## src/sv/gifa_pkg.sv

```systemverilog
`timescale 1ns / 1ps
`default_nettype none

package gifa_pkg;

  localparam int unsigned OpW    = 2;
  localparam int unsigned ByteW  = 8;
  localparam int unsigned LenW   = 9;
  localparam int unsigned GapW   = 7;
  localparam int unsigned TimerW = 8;

  // Bit 7 of the gap timer marks it armed; bits 6..0 count down.
  localparam logic [TimerW-1:0] ArmBit        = 8'h80;
  localparam logic [GapW-1:0]   GapTicksReset = 7'd4;

  typedef enum logic [OpW-1:0] {
    OpByte    = 2'd0,
    OpTick    = 2'd1,
    OpRead    = 2'd2,
    OpRelease = 2'd3
  } gifa_op_e;

  typedef struct packed {
    logic we;
    logic re;
  } gifa_mem_ctl_t;

  typedef struct packed {
    logic            frame_ready;
    logic [LenW-1:0] frame_length;
    logic            frame_closed;
    logic            rd_hit;
  } gifa_meta_t;

  typedef struct packed {
    logic s1_valid;
    logic out_valid;
  } gifa_stat_t;

endpackage

`default_nettype wire

```

## src/sv/gifa_ctrl.sv

```systemverilog
`timescale 1ns / 1ps
`default_nettype none

// Framing control: slot pointers, byte count, gap timer, recorded lengths.
module gifa_ctrl import gifa_pkg::*; #(
  parameter int unsigned FRAME_BYTES = 256,
  parameter int unsigned SLOT_COUNT  = 4,
  parameter int unsigned AW          = 10
) (
  input  wire logic              clk_i,
  input  wire logic              rst_ni,
  input  wire logic              accept_i,
  input  wire logic [OpW-1:0]    opcode_i,
  input  wire logic [ByteW-1:0]  rx_byte_i,
  input  wire logic [ByteW-1:0]  byte_index_i,
  input  wire logic              cfg_we_i,
  input  wire logic [GapW-1:0]   cfg_wdata_i,
  output gifa_mem_ctl_t          mem_ctl_o,
  output logic [AW-1:0]          mem_addr_o,
  output logic [ByteW-1:0]       mem_wdata_o,
  output gifa_meta_t             meta_o
);

  localparam int unsigned SW = $clog2(SLOT_COUNT);
  localparam int unsigned OW = $clog2(FRAME_BYTES);

  logic [SW-1:0]     ws_q, ws_d, rs_q, rs_d;
  logic [LenW-1:0]   cnt_q, cnt_d, cnt_eff;
  logic [TimerW-1:0] timer_q, timer_d;
  logic [GapW-1:0]   gap_q;
  logic [LenW-1:0]   len_q [SLOT_COUNT];
  logic              close;
  logic              hit;
  logic [SW-1:0]     slot_sel;
  logic [OW-1:0]     offset;
  logic [LenW-1:0]   len_fwd;
  gifa_op_e          op;

  function automatic logic [SW-1:0] next_slot(input logic [SW-1:0] s);
    next_slot = (s == SW'(SLOT_COUNT - 1)) ? '0 : s + 1'b1;
  endfunction

  assign op      = gifa_op_e'(opcode_i);
  assign cnt_eff = (cnt_q >= LenW'(FRAME_BYTES)) ? '0 : cnt_q;

  always_comb begin
    ws_d      = ws_q;
    rs_d      = rs_q;
    cnt_d     = cnt_q;
    timer_d   = timer_q;
    close     = 1'b0;
    hit       = 1'b0;
    mem_ctl_o = '0;
    slot_sel  = ws_q;
    offset    = cnt_eff[OW-1:0];
    if (accept_i) begin
      case (op)
        OpByte: begin
          mem_ctl_o.we = 1'b1;
          cnt_d        = cnt_eff + 1'b1;
          timer_d      = ArmBit | {1'b0, gap_q};
        end
        OpTick: begin
          if (timer_q[TimerW-1]) begin
            if (timer_q == ArmBit) begin
              timer_d = '0;
              close   = 1'b1;
              ws_d    = next_slot(ws_q);
              cnt_d   = '0;
            end else begin
              timer_d = timer_q - 1'b1;
            end
          end
        end
        OpRead: begin
          mem_ctl_o.re = 1'b1;
          slot_sel     = rs_q;
          offset       = byte_index_i[OW-1:0];
          hit          = (ws_q != rs_q) && ({1'b0, byte_index_i} < len_q[rs_q]);
        end
        OpRelease: begin
          if (ws_q != rs_q) begin
            rs_d = next_slot(rs_q);
          end
        end
        default: begin
        end
      endcase
    end
  end

  assign mem_addr_o  = AW'(slot_sel) * AW'(FRAME_BYTES) + AW'(offset);
  assign mem_wdata_o = rx_byte_i;

  // The length written by a close is forwarded when it lands in the read slot.
  assign len_fwd = (close && (rs_d == ws_q)) ? cnt_q : len_q[rs_d];

  always_comb begin
    meta_o.frame_ready  = (ws_d != rs_d);
    meta_o.frame_length = (ws_d != rs_d) ? len_fwd : '0;
    meta_o.frame_closed = close;
    meta_o.rd_hit       = hit;
  end

  always_ff @(posedge clk_i or negedge rst_ni) begin
    if (!rst_ni) begin
      ws_q    <= '0;
      rs_q    <= '0;
      cnt_q   <= '0;
      timer_q <= '0;
      gap_q   <= GapTicksReset;
    end else begin
      ws_q    <= ws_d;
      rs_q    <= rs_d;
      cnt_q   <= cnt_d;
      timer_q <= timer_d;
      if (cfg_we_i) begin
        gap_q <= cfg_wdata_i;
      end
    end
  end

  always_ff @(posedge clk_i) begin
    if (close) begin
      len_q[ws_q] <= cnt_q;
    end
  end

endmodule

`default_nettype wire

```

## config.mk

```make
export PLATFORM = sky130hd
export DESIGN_NAME = gifa_ctrl
export DESIGN_NICKNAME = d
export VERILOG_FILES = /design/src/sv/gifa_pkg.sv /design/src/sv/gifa_ctrl.sv
export SDC_FILE = /design/constraint.sdc
export NUM_CORES = 1
export LEC_CHECK = 0
export BUFFER_PORTS_ARGS = -buffer_cell sky130_fd_sc_hd__buf_2
export CAP_MARGIN = 5
export CORE_MARGIN = 3
export CORE_UTILIZATION = 51
export CTS_CLUSTER_DIAMETER = 40
export DETAILED_ROUTE_END_ITERATION = 8
export GPL_TIMING_DRIVEN = 0
export PLACE_DENSITY_LB_ADDON = 0.25
export SLEW_MARGIN = 20
export SYNTH_ARGS = -nofsm -noshare
export SYNTH_HDL_FRONTEND = slang
export SYNTH_SLANG_ARGS = --single-unit
```

## constraint.sdc

```tcl
create_clock -name clk_i -period 2.8 [get_ports clk_i]
set_clock_uncertainty 0.15 [all_clocks]
set_input_delay 0.14 -clock clk_i [delete_from_list [all_inputs] [get_ports clk_i]]
set_output_delay 0.14 -clock clk_i [all_outputs]
set_load 0.1 [all_outputs]
```

== Word-level counts from Yosys, hierarchy flattened ==
Memory sizes are Yosys's and may differ from the RTL's.
Index checks and enable logic that the tools add are counted.
Cells by class
  $add $sub $neg: 5
  reductions and logical operators: 7
  muxes and demuxes: 33
  order comparisons: 2
  eq/ne operators: 11
Operator list (number)
  $mux 9: 5
  $mux 8: 4
  $mux 2: 12
  $pmux 9 s2: 1
  $pmux 8 s2: 1
  $add 10x8->10: 1
  $mux 1: 10
  $add 9x1->9 const B: 1
  $ge 9x9->1 const B: 1
  $lt 8x9->1: 1
  $eq 2x2->1 const B: 4
  $eq 8x8->1 const B: 1
  $sub 8x1->8 const B: 1
  $add 2x1->2 const B: 2
  $ne 2x2->1: 2
  $ne 2x2->1 const B: 2
  $reduce_and 4->1: 1
  $reduce_and 3->1: 1
  $eq 2x1->1 const B: 1
  $eq 2x2->1: 1
  $logic_and 1x1->1: 2
  $logic_not 2->1: 1
  $reduce_and 2->1: 1
  $reduce_bool 2->1: 1
Storage, ports and cells
  bits in writable memories: 36
  input port bits: 29
  memories kept: 1
  register bits after elaboration: 28
  word-level logic and storage cells: 65
  output and inout bits: 32
Memory list
  len_q: depth 4, width 9, read ports 2, clocked after memory_dff 0, write ports 1, line gifa_ctrl.sv:31  | logic [LenW-1:0] len_q [SLOT_COUNT];

== Depth between registers and ports, before layout ==
  depth after elaboration: 9
  mapped depth: 12

== Least setup slack after synthesis ==
OpenSTA, ideal clock, no wires.
  kind: reg2out
  start point: register rs_q[0]
  end point: output port meta_o[10] (netlist bit)
  path buffers: 2
  setup slack: -1075 ps
  stages on the path, launching flop included: 8
  arrival time: 3585 ps
  cells stage by stage: dfrtp_1 > buf_2 > xnor2_1 > a21oi_2 > mux2i_1 > clkbuf_1 > mux2_2 > a21oi_1
RTL lines
  from (decl): line gifa_ctrl.sv:27  | logic [SW-1:0] ws_q, ws_d, rs_q, rs_d;
  from (signal assigned): line gifa_ctrl.sv:114  | rs_q <= rs_d;
  to (decl): line gifa_ctrl.sv:21  | output gifa_meta_t meta_o

==> out/summary.txt <==
Worst EP required = 2.51 ns
crit-path max FO = 4
row cnt = 30
Via density = 5.916
Syn Area/Cell = 11.71 sq um
DP Wirelength = 6.561 mm
worst slew pin tran = 0.6539 ns
Slew Viols, Final = 0
Crit-path slowest cell = or4_4
worst endpoint data arrival time = 2.95 ns
# port buffers = 50
clock-pin transition on the worst setup and hold timing paths = 0.07 ns
max cap viols = 0
Seq cells post-synth = 64
vias in the first global route = 3142
clk buf depth = 2
Initial DRC Count = 181
post-synthesis compound-gate area fraction = 11.81%
detailed-route wire length = 10.34 mm
warnings from Yosys = 0
first-pass GRT wire length = 16.30 mm
final hold slack = 0.06856 ns
gr usage total = 25.23%
failing checks = negative setup slack
clk root buf = clkbuf_8
CP startpoint kind = flop
grt total ovfl = 0
top-count cell post-synth = edfxtp_1
post-synth net total = 368
Initial DRT Pass Iterations = 5
FF-to-FF End = len_q[0][2]$_DFFE_PP_
nets@finish = 469
Post-synth EDFFs = 36
diode count = 0
peak supply drop = 0.9239 mV
minimum clock period = 3.240 ns
Num CTS Buffers = 9
worst reg2reg startpoint = timer_q[4]$_DFFE_PN0P_
Post-Syn Area = 3794 sq um
R2R depth = 11
R2R Setup Slk = 0.10 ns
Initial Utilization = 54.05%
synth cell count leaders = edfxtp_1 (36), dfrtp_1 (27), o21ai_0 (27)
largest area contributor in the netlist = edfxtp_1
GPL Wtd Cong = 0.8406
hold path depth = 3
Max-slew headroom = 56.41%
initial antenna violation count = 0
x dimension of the die = 92.25 um
share of cells above drive strength 1 = 43.72%
Leak = 2.204 nW
combinational family with the most area after synthesis = multiplexers
Post-synth ARST share = 43.75%
post-DR wirelength/cell = 19.65 um
status = finished with violations
Worst Hold Class = in -> reg
Die Height = 92.25 um
Sink Count = 64
max incr delay on CP = 0.56 ns
Die ar. = 8509 sq um
post-route ant nets = 0
post-synth top area share = 28.50%
area delta synth->final = 38.39%
vias post-DR = 3112
number of I/O pins = 61
H-tree levels = 3
Clk Latency, worst-skew pair = 0.33 ns
core area = 7019 sq um
CTS tree = done
mux cell area share after synthesis = 17.05%
Fin. Hold Viols = 0
PD cells = 1289 nW/um^2
Final setup viols = 11
WHS Endpoint = cnt_q[0]$_DFFE_PN0P_
final worst slack = -0.4402 ns
Area contributors post-synth = edfxtp_1 (28%), dfrtp_1 (18%), mux2_2 (5.6%), mux4_2 (5.3%), mux2i_1 (5.3%)
largest net degree at the start of global routing = 29
Cell variety after synth = 51
fin crit share = 115.7%
f_max = 308.6 MHz
Main synth FF type = edfxtp_1
Synth Area in Simple Gates = 10.92%
critical path type = reg -> out
pre-CTS setup slack = -0.7986 ns
Worst setup EP type = output pin
RSZ-0062 raised after global routing = true
DRC = 0
number of fill cells in the layout = 475
cells after synthesis = 324
HP Start = accept_i
Synth Area in XOR/XNOR = 2.836%
critical-path cell list = or4_4 -> nor4b_4 -> buf_4 -> mux2_4 -> xnor2_4 -> buf_6 -> o22ai_4 -> a21oi_4 -> buf_12
Post-Synth Adder-Cell Area = 4.947%
register area share after synthesis = 47.00%
-- layout by cell type (no fill, tap or decap), drive strengths merged, types with 2 or more instances in the layout --
| cell type | n |
|---|---|
| buf | 95 |
| edfxtp | 36 |
| dfrtp | 27 |
| o21ai | 27 |
| clkbuf | 23 |
| nand2 | 21 |
| mux2 | 21 |
| mux2i | 20 |
| a21oi | 18 |
| inv | 17 |
| ha | 15 |
| nor2 | 11 |
| mux4 | 9 |
| o22ai | 9 |
| nand2b | 8 |
| dlygate4sd3 | 8 |
| nand3 | 6 |
| and2 | 6 |
| a32oi | 5 |
| xnor2 | 5 |
| nor2b | 4 |
| a21o | 4 |
| and3 | 3 |
| xor2 | 3 |
| a211oi | 3 |
| nand4b | 2 |
| a22o | 2 |
| nand4 | 2 |
-- report_power, final --
group	internal (mW)	switching, mW	leakage, nW
clock	0.567	0.344	0.126
sequential	1.13	0.179	0.674
combinational	1.84	2.71	1.40
-- worst max-delay path: cells and delay by family (launching register included) --
kind            cells  cell delay (ns)
simple gates        2             0.86
buf+inv             3             0.56
flops               1             0.38
mux                 1             0.33
compound gates      2             0.26
xor+xnor            1             0.24
-- what timing repair did --
item / CTS / global route
buffers inserted: 30 / 7
pin swaps: 9 / 12
hold endpoints to repair: 34 / 0
resized for setup: 72 / 14
hold buffers: 8 / 0
setup endpoints to repair: 11 / 29
gates cloned: 1 / 2
-- sequential cells by signal (all words and copies together), names as in the netlist --
| name | cells |
|---|---|
| gap_q | 7 |
| rs_q | 2 |
| len_q | 36 |
| timer_q | 8 |
| cnt_q | 9 |
| ws_q | 2 |
-- area by class of cell --
type                    instances  area (sq um)  share of cell area (%)
clock inverters                 3         41.29                  0.7865
repair buffers                 89         770.7                   14.68
multi-input cells             220          2087                   39.75
inverters                      17         67.56                   1.287
clock buffers                  13         201.4                   3.837
plain buffers                  24         178.9                   3.408
well taps                      96         120.1                   2.288
flip-flops and latches         64          1783                   33.96
-- how the worst max path moves through the flow --
stage                                start    endpoint  slack, ns  cells after the start
finish              timer_q[4]$_DFFE_PN0P_   meta_o[3]      -0.44                      9
detailed placement       rs_q[1]$_DFF_PN0_   meta_o[0]      -0.80                     12
global placement         rs_q[1]$_DFF_PN0_   meta_o[0]      -0.75                     12
CTS                      rs_q[0]$_DFF_PN0_   meta_o[0]      -0.39                     12
floorplan           timer_q[5]$_DFFE_PN0P_  meta_o[10]      -0.28                      6
global route        timer_q[4]$_DFFE_PN0P_   meta_o[3]      -0.56                      9
-- metrics by stage --
stage | power, mW | setup TNS [ns] | util (%) | instances | cell area (sq um)
after CTS | 6.723 | -8.425 | 74.26 | 524 | 5213
after floorplan | 4.230 | -2.196 | - | 324 | 3989
after global placement | 4.692 | -5.606 | 62.10 | 470 | 4359
after detailed placement | 4.742 | -5.947 | 62.10 | 470 | 4359
final | 6.768 | -4.366 | 74.80 | 526 | 5250
after global routing | 7.027 | -5.626 | 74.80 | 526 | 5250
-- metal layers --
| metal | global-route usage [%] | wire length, um |
|---|---|---|
| met1 | 32.39 | 4313 |
| met2 | 42.70 | 5149 |
| met3 | 5.989 | 746 |
| met4 | 7.054 | 129 |
| met5 | 0 | 0 |
-- cell families (layout without fill, tap and decap cells) --
family          after synthesis  after routing
compound gates               74             74
xor+xnor                      8              8
fa+ha+maj                    15             15
buf+inv                      42            146
flops                        64             64
mux                          50             50
simple gates                 71             73
Note: power is estimated with default switching activity, not from simulation.
