**config.mk**
```make
export PLATFORM = sky130hd
export DESIGN_NAME = gifa_out_flat
export DESIGN_NICKNAME = d
export VERILOG_FILES = /design/src/sv/gifa_pkg.sv /design/src/sv/gifa_if.sv /design/src/sv/gifa_out.sv /design/src/flat_wrapper.sv
export SDC_FILE = /design/constraint.sdc
export NUM_CORES = 1
export LEC_CHECK = 0
export BUFFER_PORTS_ARGS = -buffer_cell sky130_fd_sc_hd__buf_4
export CAP_MARGIN = 20
export CORE_MARGIN = 3
export CORE_UTILIZATION = 40
export DETAILED_ROUTE_END_ITERATION = 10
export HOLD_SLACK_MARGIN = 0.02
export PLACE_DENSITY = 0.82
export SLEW_MARGIN = 10
export SYNTH_ARGS = -nofsm -noshare
export SYNTH_HDL_FRONTEND = slang
export SYNTH_SLANG_ARGS = --single-unit
```
**constraint.sdc**
```tcl
create_clock -name clk_i -period 1.25 [get_ports clk_i]
set_input_delay 0.375 -clock clk_i [delete_from_list [all_inputs] [get_ports clk_i]]
set_output_delay 0.375 -clock clk_i [all_outputs]
set_load 0.005 [all_outputs]
```
**src/sv/gifa_pkg.sv**
```systemverilog
`timescale 1ns / 1ps
`default_nettype none

package gifa_pkg;

  localparam int unsigned OpW    = 2;
  localparam int unsigned ByteW  = 8;
  localparam int unsigned LenW   = 9;
  localparam int unsigned GapW   = 7;
  localparam int unsigned TimerW = 8;

  // Bit 7 of the gap timer marks it armed; bits 6..0 count down.
  localparam logic [TimerW-1:0] ArmBit        = 8'h80;
  localparam logic [GapW-1:0]   GapTicksReset = 7'd4;

  typedef enum logic [OpW-1:0] {
    OpByte    = 2'd0,
    OpTick    = 2'd1,
    OpRead    = 2'd2,
    OpRelease = 2'd3
  } gifa_op_e;

  typedef struct packed {
    logic we;
    logic re;
  } gifa_mem_ctl_t;

  typedef struct packed {
    logic            frame_ready;
    logic [LenW-1:0] frame_length;
    logic            frame_closed;
    logic            rd_hit;
  } gifa_meta_t;

  typedef struct packed {
    logic s1_valid;
    logic out_valid;
  } gifa_stat_t;

endpackage

`default_nettype wire

```
**src/sv/gifa_if.sv**
```systemverilog
`timescale 1ns / 1ps
`default_nettype none


interface gifa_out_if import gifa_pkg::*; ();
  logic              valid;
  logic              ready;
  logic              frame_ready;
  logic [LenW-1:0]   frame_length;
  logic [ByteW-1:0]  read_data;
  logic              frame_closed;

  modport source (output valid, output frame_ready, output frame_length,
                  output read_data, output frame_closed, input ready);
  modport sink   (input valid, input frame_ready, input frame_length,
                  input read_data, input frame_closed, output ready);
endinterface

`default_nettype wire

```
**src/sv/gifa_out.sv**
```systemverilog
`timescale 1ns / 1ps
`default_nettype none

// Memory read stage followed by the output register.
module gifa_out import gifa_pkg::*; (
  input  wire logic              clk_i,
  input  wire logic              rst_ni,
  input  wire logic              accept_i,
  input  wire gifa_meta_t        meta_i,
  input  wire logic [ByteW-1:0]  rdata_i,
  output logic                   in_ready_o,
  output gifa_stat_t             stat_o,
  gifa_out_if.source             out_o
);

  logic            s1_valid_q, out_valid_q;
  gifa_meta_t      s1_meta_q;
  logic            adv;
  logic            out_ready_pl;
  logic [LenW-1:0] len_q;
  logic [ByteW-1:0] data_q;
  logic            fr_q, fc_q;

  assign out_ready_pl = !out_valid_q || out_o.ready;
  assign adv          = s1_valid_q && out_ready_pl;
  assign in_ready_o   = !s1_valid_q || out_ready_pl;

  always_ff @(posedge clk_i or negedge rst_ni) begin
    if (!rst_ni) begin
      s1_valid_q  <= 1'b0;
      out_valid_q <= 1'b0;
    end else begin
      if (accept_i) begin
        s1_valid_q <= 1'b1;
      end else if (adv) begin
        s1_valid_q <= 1'b0;
      end
      if (adv) begin
        out_valid_q <= 1'b1;
      end else if (out_o.ready) begin
        out_valid_q <= 1'b0;
      end
    end
  end

  always_ff @(posedge clk_i) begin
    if (accept_i) begin
      s1_meta_q <= meta_i;
    end
    if (adv) begin
      fr_q   <= s1_meta_q.frame_ready;
      len_q  <= s1_meta_q.frame_length;
      fc_q   <= s1_meta_q.frame_closed;
      data_q <= s1_meta_q.rd_hit ? rdata_i : '0;
    end
  end

  assign out_o.valid        = out_valid_q;
  assign out_o.frame_ready  = fr_q;
  assign out_o.frame_length = len_q;
  assign out_o.read_data    = data_q;
  assign out_o.frame_closed = fc_q;

  assign stat_o.s1_valid  = s1_valid_q;
  assign stat_o.out_valid = out_valid_q;

endmodule

`default_nettype wire

```
**src/flat_wrapper.sv**
```systemverilog
// flat-port wrapper written by rule: the top's interface ports become plain ports
module gifa_out_flat import gifa_pkg::*;
  (clk_i, rst_ni, accept_i, meta_i, rdata_i, in_ready_o, stat_o, out_o_valid, out_o_frame_ready, out_o_frame_length, out_o_read_data, out_o_frame_closed, out_o_ready);
  gifa_out_if out_o_i ();
  input  wire logic clk_i;
  input  wire logic rst_ni;
  input  wire logic accept_i;
  input  wire gifa_meta_t meta_i;
  input  wire logic [ByteW-1:0] rdata_i;
  output logic in_ready_o;
  output gifa_stat_t stat_o;
  output wire logic [$bits(out_o_i.valid)-1:0] out_o_valid;
  output wire logic [$bits(out_o_i.frame_ready)-1:0] out_o_frame_ready;
  output wire logic [$bits(out_o_i.frame_length)-1:0] out_o_frame_length;
  output wire logic [$bits(out_o_i.read_data)-1:0] out_o_read_data;
  output wire logic [$bits(out_o_i.frame_closed)-1:0] out_o_frame_closed;
  input wire logic [$bits(out_o_i.ready)-1:0] out_o_ready;
  assign out_o_valid = out_o_i.valid;
  assign out_o_frame_ready = out_o_i.frame_ready;
  assign out_o_frame_length = out_o_i.frame_length;
  assign out_o_read_data = out_o_i.read_data;
  assign out_o_frame_closed = out_o_i.frame_closed;
  assign out_o_i.ready = out_o_ready;
  gifa_out u_core (.clk_i(clk_i), .rst_ni(rst_ni), .accept_i(accept_i), .meta_i(meta_i), .rdata_i(rdata_i), .in_ready_o(in_ready_o), .stat_o(stat_o), .out_o(out_o_i));
endmodule
```
# After elaboration in Yosys (flattened, before gate mapping)
# Cells that the tools add are included.
[word_totals] ff_bits=33 in_bits=24 output_inout_bits=23 wordCells=21
[classes] muxes=4 n_reduce_logical=7
[op_table] cell="2-to-1 mux 1 bit" n=4
[op_table] cell="nonzero test 2 bit" n=2
[op_table] cell="logical NOT 1 bit" n=2
[op_table] cell="logical OR 1 bit" n=2
[op_table] cell="logical AND 1 bit" n=1

# Depth between registers and ports, before layout
# Gate-level depths: netlist of run 1.
[logic_depth] depth_word=5 mapped_depth=2 ltp_nobuf=2

# Least setup slack after synthesis of run 1
# OpenSTA, ideal clock, no wires.
[synth_path] path_kind="register to register" start="reg u_core.out_valid_q, in the netlist u_core.out_o.valid" end="reg u_core.fc_q, in the netlist u_core.out_o.frame_closed (enable)" setup_time_ns=0.377 arrival_time_ns=0.997 required_time_ns=0.873 slack_ns=-0.124 path_stages_with_launch=3 n_path_buf=0 period_less_slack_ns=1.374 path_cell_list="dfrtp_1 nand2b_1 and2_1"
[synth_between] elab_chain_len=3
[synth_rtl] item="from (decl)" line="gifa_out.sv:16" rtl="logic s1_valid_q, out_valid_q;"
[synth_rtl] item="from (signal assigned)" line="gifa_out.sv:31" rtl="out_valid_q <= 1'b0;"
[synth_rtl] item="from (signal assigned)" line="gifa_out.sv:39" rtl="out_valid_q <= 1'b1;"
[synth_rtl] item="from (signal assigned)" line="gifa_out.sv:41" rtl="out_valid_q <= 1'b0;"
[synth_rtl] item="logical NOT 1 bit" line="gifa_out.sv:24" rtl="assign out_ready_pl = !out_valid_q || out_o.ready;"
[synth_rtl] item="logical OR 1 bit" line="gifa_out.sv:24"
[synth_rtl] item="logical AND 1 bit" line="gifa_out.sv:25" rtl="assign adv = s1_valid_q && out_ready_pl;"
[synth_rtl] item="named net u_core.adv" line="gifa_out.sv:18" rtl="logic adv;"
[synth_rtl] item="to (signal assigned)" line="gifa_out.sv:53" rtl="fc_q <= s1_meta_q.frame_closed;"
[synth_rtl] item="to (decl)" line="gifa_out.sv:22" rtl="logic fr_q, fc_q;"
# The timed path passes the listed nets, and every way through them passes these cells.
# A chain may end at the register's enable or synchronous reset.

# Worst setup path after layout of run 1
[layout_path] start="reg u_core.out_valid_q, in the netlist u_core.out_o.valid" end="out in_ready_o"
[layout_between] elab_chain_len=3
[layout_rtl] item="logical NOT 1 bit" line="gifa_out.sv:24"
[layout_rtl] item="logical OR 1 bit" line="gifa_out.sv:24"
[layout_rtl] item="logical OR 1 bit" line="gifa_out.sv:26" rtl="assign in_ready_o = !s1_valid_q || out_ready_pl;"
[layout_rtl] item="to (decl)" line="flat_wrapper.sv:10" rtl="output logic in_ready_o;"
# Every way passes these cells.

==> results.tsv, run 1 <==
metric	value	unit
layout.cells.non_filler	140	
final-hold-violation-count	0	
area_growth	56.8	%
cts_tree	built	
max_stage_delay	360	ps
drv_cap	0	
core	2520	µm²
layout_common_cells	44 x buf_4, 31 x edfxtp_1, 8 x and2_1	
syn-cell-area	1080	µm²
worstSetupPathType	flip-flop to primary output	
cts_buffer_depth	2	
ioPinCount	47	
layout_commonest_cell	buf_4	
min_path_type	input pin to flip-flop	
synthCells	49	
yosysSeqAreaShare	90.6	%
syn_area_per_cell	22.1	µm²
die_h	58.0	µm
synth.distinct_cells	8	
p_per_area	1440	nW/µm²
critPathMaxFanout	2	
grt_max_degree	20	
relSlewSlack	88.5	%
die_area	3370	µm²
groute.usage.overall	12.1	%
setup_viol	13	
gp_routability_congestion	0.621	
slowest_stage	dfrtp_1	
first_iter_violations	5	
tightest_slew	172	ps
wire_per_inst	14.5	µm
clk_pin_slew	100	ps
critical_path_arrival	1010	ps
fin_ws	-134	ps
drt_first_pass_iters	2	
drc	0	
fin_skew	13.7	ps
dpl_worst_slack	-2.66	ps
die_width	58.0	µm
synth_seq_cells	33	
diodes	0	
dp_hpwl	1.38	mm
cts_max_level	2	
via_per_inst	4.51	
syn_nets	73	
ant_nets	0	
cts_made_buffers	5	
grt_pass1_wl	2.82	mm
clock_sinks	33	
grt_pass1_vias	644	
fmax	723	MHz
drive_gt1_share	58.2	%
min_period_over_period	111	%
vias	631	
ir_drop	1.01	mV
p_leak	0.714	nW
crit_chain	nor2b_4 -> nand2_1 -> buf_4	
clock_latency	320	ps
ys_warn_count	0	
status	finished with violations	
antenna_found_initial	0	
cp-end-kind	primary output	
start_util	42.9	%
rsz0062_at_grt	true	
root_buffer	clkbuf_4	
cp.required	880	ps
grt-ovfl-total	0	
min_period	1380	ps
routed_wl	2.03	mm
slew_viol_final	0	
rows	18	
startpoint_type	flip-flop	
violations	negative setup slack	
dp.cells	124	
nNetsFinal	133	
fill_cells	179	
portBuffers	46	
## synthesized netlist by cell type, drive strengths merged
cell type	instances	area share, %
a21o	1	0.69
and2	9	5.2
edfxtp	31	86
dfrtp	2	4.6
nor2b	1	0.58
nand2	1	0.35
buf	2	1.4
nand2b	2	1.2
## critical path: cells and delay by family (launching register included)
kind          cells  cell delay, ps
buf+inv           1             130
flops             1             360
simple gates      2             200
## kinds of logic after synthesis
kind of cell / count (synthesis) / synth area share, %
compound gates: 1 / 0.694
simple gates: 13 / 7.28
flops: 33 / 90.6
buf+inv: 2 / 1.39
## timing repair
item / 4_1_cts / 5_1_grt
buffers inserted: 3 / 1
cloned: 0 / 3
hold buffers: 1 / 0
gates resized for setup: 2 / 8
pin swaps: 0 / 2
endpoints found under the hold margin: 2 / 0
endpoints found under the setup margin: 5 / 39
## per-layer routing
| layer | part of all wire (%) | GRT usage (%) | wire length (µm) |
|---|---|---|---|
| met5 | 0 | 0 | 0 |
| met4 | 2.2 | 6.62 | 45 |
| met3 | 7.9 | 7.57 | 161 |
| met2 | 60 | 22.1 | 1220 |
| met1 | 29 | 9.60 | 595 |
## metrics by stage
stage | util, % | total power, mW | cell area (µm²) | hold slack, ps | TNS [ps]
2_1_floorplan | - | 1.42 | 1080 | 79.4 | 0
3_3_place_gp | 58.3 | 1.58 | 1470 | 158 | 0
3_5_place_dp | 58.3 | 1.59 | 1470 | 159 | -42.0
4_1_cts | 63.3 | 2.41 | 1600 | 203 | -398
5_1_grt | 67.3 | 2.54 | 1700 | 191 | -1110
6_report | 67.3 | 2.44 | 1700 | 219 | -415
## power by group
part,leakage [nW],switching [mW],total (mW),internal [mW]
Clock,0.0455,0.324,0.802,0.478
Combinational,0.345,0.0971,0.296,0.199
Sequential,0.324,0.0303,1.35,1.32
## path summary, 6_finish.rpt
kind	startpoint	to	slack, ps	cells past startpoint
setup / recovery	u_core.out_o.valid	in_ready_o	-130	3
hold / removal	meta_i[9]	u_core.s1_meta_q[9]	220	1
setup reg to reg	u_core.s1_valid_q	u_core.out_o.frame_closed	-10	4
hold reg to reg	u_core.s1_meta_q[6]	u_core.out_o.frame_length[4]	430	0
max in group asynchronous	rst_ni	u_core.s1_valid_q	800	2
min in group asynchronous	rst_ni	u_core.out_o.valid	360	2
## flip-flops by register name (all words and copies together), names as in the netlist
name / flops
u_core.out_o.valid: 1
u_core.out_o.frame_ready: 1
u_core.out_o.frame_closed: 1
u_core.out_o.frame_length: 9
u_core.s1_meta_q: 12
u_core.s1_valid_q: 1
u_core.out_o.read_data: 8
## layout make-up
type                            instances  area [µm²]  share of cell area, %
Clock buffer                            7        55.1                   3.24
Tap cell                               30        37.5                   2.21
Clock inverter                          1        30.0                   1.77
Multi-Input combinational cell         14         104                   6.12
Sequential cell                        33         981                   57.8
Timing Repair Buffer                   55         489                   28.8
Note: power is estimated with default switching activity, not from simulation.
==> run 2, diff against run 1 <==
CELL_PAD_IN_SITES_DETAIL_PLACEMENT = 2   (was unset)
CELL_PAD_IN_SITES_GLOBAL_PLACEMENT = 2   (was unset)
CORE_UTILIZATION = 28   (was 40)
==> results.tsv, run 2 (same netlist as run 1, synthesis figures left out) <==
metric	value	unit	change
layout_common_cells	47 x buf_4, 31 x edfxtp_1, 8 x and2_1		
dp_hpwl	1.79	mm	+30%
rows	21		+3
cp-end-kind	primary output		
critPathMaxFanout	2		unchanged
grt_pass1_vias	693		+7.6%
die_width	68.2	µm	+18%
drt_first_pass_iters	4		+2
area_growth	51.9	%	
cts_made_buffers	5		unchanged
ant_nets	0		unchanged
clk_pin_slew	60	ps	-40 ps
p_leak	0.678	nW	-5.0%
drc	0		unchanged
cts_buffer_depth	2		unchanged
regMostFlops	u_core.s1_meta_q		
min_period_over_period	106	%	-4.6 points
startpoint_type	flip-flop		
vias	633		+0.32%
root_buffer	clkbuf_8		
nNetsFinal	130		-2.3%
wire_per_inst	15.5	µm	+7.4%
cts_tree	built		
ioPinCount	47		unchanged
slew_viol_final	0		unchanged
worstSetupPathType	flip-flop to primary output		
first_iter_violations	17		+12
groute.usage.overall	11.5	%	-0.68 points
min_period	1330	ps	-57.2 ps
total_power	2.35	mW	-4.0%
min_path_type	input pin to flip-flop		
clock_sinks	33		unchanged
die_area	4650	µm²	+38%
ir_drop	0.539	mV	-47%
rsz0062_at_grt	true		
via_per_inst	4.14		-8.2%
final-hold-violation-count	0		unchanged
fin_ws	-76.8	ps	+57.2 ps
drive_gt1_share	57.9	%	-0.24 points
setup_viol	3		-10
diodes	0		unchanged
gp_routability_congestion	0.628		+1.1%
fmax	754	MHz	+4.3%
cts_max_level	2		unchanged
die_h	68.2	µm	+18%
largest_reg_flops	12		unchanged
clock_latency	280	ps	-40 ps
p_per_area	1430	nW/µm²	-0.94%
grt_pass1_wl	3.48	mm	+24%
grt_max_degree	20		unchanged
violations	negative setup slack		
fin_skew	2.23	ps	-11.5 ps
relSlewSlack	86.4	%	-2.1 points
cp.required	880	ps	about the same
tightest_slew	204	ps	+32.1 ps
setup_tns	-202	ps	+212 ps
antenna_found_initial	0		unchanged
grt-ovfl-total	0		unchanged
drv_cap	0		unchanged
critical_path_arrival	950	ps	-60 ps
start_util	30.7	%	-12 points
layout_commonest_cell	buf_4		
layout.cells.non_filler	153		+9.3%
dp.cells	140		+13%
core	3520	µm²	+40%
routed_wl	2.38	mm	+17%
status	finished with violations		
portBuffers	46		unchanged
-- run 2: path summary, 6_finish.rpt --
check	startpoint	endpoint	slack (ps)	cells past startpoint
worst max-delay path	u_core.out_o.valid	in_ready_o	-80	3
worst min-delay path	meta_i[11]	u_core.s1_meta_q[11]	270	1
worst max register to register	u_core.out_o.valid	u_core.out_o.frame_length[5]	70	4
worst min register to register	u_core.s1_meta_q[8]	u_core.out_o.frame_length[6]	420	0
max in group asynchronous	rst_ni	u_core.s1_valid_q	750	2
min in group asynchronous	rst_ni	u_core.s1_valid_q	410	2
-- run 2: layout make-up --
| type | count | area, µm² |
|---|---|---|
| Sequential cell | 33 | 982 |
| Tap cell | 46 | 57.6 |
| Clock buffer | 5 | 68.8 |
| Multi-Input combinational cell | 14 | 106 |
| Fill cell | 343 | 1880 |
| Timing Repair Buffer | 52 | 417 |
| Clock inverter | 3 | 12.5 |
-- run 2: what timing repair did --
| item | 4_1_cts | 5_1_grt |
|---|---|---|
| buffers inserted | 2 | 2 |
| endpoints found under the setup margin | 1 | 24 |
| pin swaps | 0 | 1 |
| hold buffers | 1 | 0 |
| resized for setup | 2 | 7 |
| hold endpoints to repair | 2 | 0 |
-- run 2: through the flow --
stage | area [µm²] | hold WS (ps) | setup WS (ps) | utilization (%)
after floorplan | 1080 | 79.4 | 85.7 | -
after global placement | 1490 | 157 | 17.5 | 42.4
after detailed placement | 1490 | 161 | -22.9 | 42.4
after CTS | 1610 | 252 | -91.4 | 45.6
after global routing | 1640 | 244 | -151 | 46.7
final | 1640 | 267 | -76.8 | 46.7
-- run 2: report_power, final --
group | switching, mW | internal [mW] | leakage [nW] | total (mW)
combinational | 0.0899 | 0.164 | 0.312 | 0.254
sequential | 0.0365 | 1.32 | 0.323 | 1.35
clock | 0.363 | 0.374 | 0.0430 | 0.737
-- run 2: worst max-delay path, cell delays in order (launching register included) --
cell	delay (ps)
dfrtp_1	350
nor2b_4	160
nand2_2	60
buf_6	110
-- run 2: per-layer routing --
metal  part of all wire [%]  wire (µm)  vias up  track usage (%)
met5                      0          0        -                0
met1                     33        795      301             10.3
met4                    2.1         51        0             6.70
met3                    8.4        199        5             5.09
met2                     56       1330       34             20.8
li1                       -          -      293                -
==> run 3, diff against run 2 <==
CORE_UTILIZATION = 35   (was 28)
CTS_BUF_LIST = sky130_fd_sc_hd__clkbuf_4 sky130_fd_sc_hd__clkbuf_8   (was unset)
PLACE_DENSITY = 0.94   (was 0.82)
clock period = 1.6 ns   (was 1.25 ns; I/O delays follow)
==> results.tsv, run 3 (same netlist as run 1, synthesis figures left out) <==
metric	value	unit	change
status	completed		
critical_path_arrival	1040	ps	+90 ps
min_period_over_period	94.9	%	
fill_cells	260		-24%
slew_viol_final	0		unchanged
wl_met3	221	µm	+11%
total_power	1.81	mW	-23%
slowest_stage	dfrtp_1		
drt_first_pass_iters	4		unchanged
grt_pass1_wl	3.01	mm	-14%
ir_drop	0.640	mV	+19%
routed.top_layer	met4		
area_growth	43.8	%	
drv_cap	0		unchanged
cp_num_cells	3		unchanged
reg2reg_depth	3		-1
setup_viol	0		-3
rows	19		-9.5%
layout_commonest_cell	buf_4		
via_per_inst	4.53		+9.5%
clk_pin_slew	100	ps	+40 ps
diodes	0		unchanged
cts_max_level	2		unchanged
layout_common_cells	47 x buf_4, 31 x edfxtp_1, 8 x and2_1		
vias	607		-4.1%
die_area	3800	µm²	-18%
postLayoutCoreUtil	54.6	%	+7.9 points
met2_length	1.01	mm	-24%
min_period	1520	ps	
grt-ovfl-total	0		unchanged
wire_per_inst	15.4	µm	-0.57%
crit_chain	nor2b_4 -> nand2_1 -> buf_4		
critPathTopFamily	flip-flops		
holdPathStages	1		unchanged
ioPinCount	47		unchanged
drive_gt1_share	54.4	%	-3.6 points
cts_made_buffers	5		unchanged
tightest_slew	450	ps	+246 ps
critPathBufInv	1		unchanged
final-hold-violation-count	0		unchanged
antenna_found_initial	0		unchanged
worstSetupPathType	flip-flop to primary output		
cts_tree	built		
die_h	61.6	µm	-9.6%
startpoint_type	flip-flop		
ant_nets	0		unchanged
max_stage_delay	380	ps	+30 ps
cp.required	1120	ps	+240 ps
p_per_area	1170	nW/µm²	-18%
drt-met1-wl	819	µm	+3.0%
portBuffers	46		unchanged
gp_routability_congestion	0.634		+0.89%
fmax	659	MHz	
groute.usage.overall	11.8	%	+0.33 points
core	2850	µm²	-19%
grt_max_degree	20		unchanged
cp-end-kind	primary output		
critPathMaxFanout	3		+1
first_iter_violations	6		-11
root_buffer	clkbuf_4		
fin_skew	15.7	ps	+13.5 ps
relSlewSlack	70.0	%	-16 points
p_leak	0.644	nW	-5.1%
regMostFlops	u_core.s1_meta_q		
drc	0		unchanged
min_path_type	input pin to flip-flop		
clock_sinks	33		unchanged
cts_buffer_depth	2		unchanged
grt_pass1_vias	629		-9.2%
nNetsFinal	126		-3.1%
largest_reg_flops	12		unchanged
routed_wl	2.07	mm	-13%
die_width	61.6	µm	-9.6%
start_util	37.9	%	+7.2 points
clock_latency	320	ps	+40 ps
-- run 3: cell types whose count changed in the layout (fill, tap and decap cells not counted), sizes merged --
cell | previous run | this run
buf | 51 | 47
bufinv | 0 | 1
clkbuf | 5 | 6
clkinv | 3 | 1
-- run 3: timing repair --
| action | CTS | global route |
|---|---|---|
| resized for setup | 2 | 1 |
| hold buffers | 1 | 0 |
| endpoints found under the hold margin | 2 | 0 |
| buffers inserted | 0 | 1 |
| endpoints found under the setup margin | 3 | 1 |
-- run 3: per-stage QoR --
| step | setup WS (ps) | hold slack, ps | cell area, µm² | cells | TNS [ps] |
|---|---|---|---|---|---|
| after floorplan | 129 | 184 | 1080 | 49 | 0 |
| after global placement | -67.3 | 262 | 1450 | 124 | -1270 |
| after detailed placement | -182 | 264 | 1450 | 124 | -3440 |
| after CTS | 10.9 | 310 | 1540 | 133 | 0 |
| after global routing | -0.498 | 298 | 1560 | 134 | -0.498 |
| final | 82.2 | 327 | 1560 | 134 | 0 |
-- run 3: where the power goes --
part	switching, mW	total [mW]	internal [mW]
sequential	0.0236	1.05	1.03
clock	0.250	0.593	0.342
combinational	0.0645	0.170	0.105
-- run 3: per-layer routing --
layer  up-vias  track usage [%]
met5         -                0
met4         0             5.45
met3         2             5.03
met2        38             20.0
met1       285             12.6
li1        282                -
-- run 3: layout make-up --
cell class                 instances  area [µm²]  area share (%)
sequential                        33         981            63.0
tap                               31        38.8            2.49
multi-input combinational         14        95.1            6.11
timing repair buffer              48         363            23.3
clock buffer                       6        45.0            2.89
clock inverter                     2        33.8            2.17
-- run 3: worst paths after layout --
| path | start | end | slack [ps] |
|---|---|---|---|
| setup / recovery | u_core.out_o.valid | in_ready_o | 80 |
| hold / removal | meta_i[3] | u_core.s1_meta_q[3] | 330 |
| setup reg to reg | u_core.out_o.valid | u_core.out_o.frame_ready | 170 |
| hold reg to reg | u_core.s1_meta_q[4] | u_core.out_o.frame_length[2] | 430 |
| max in group asynchronous | rst_ni | u_core.out_o.valid | 1020 |
| min in group asynchronous | rst_ni | u_core.s1_valid_q | 500 |
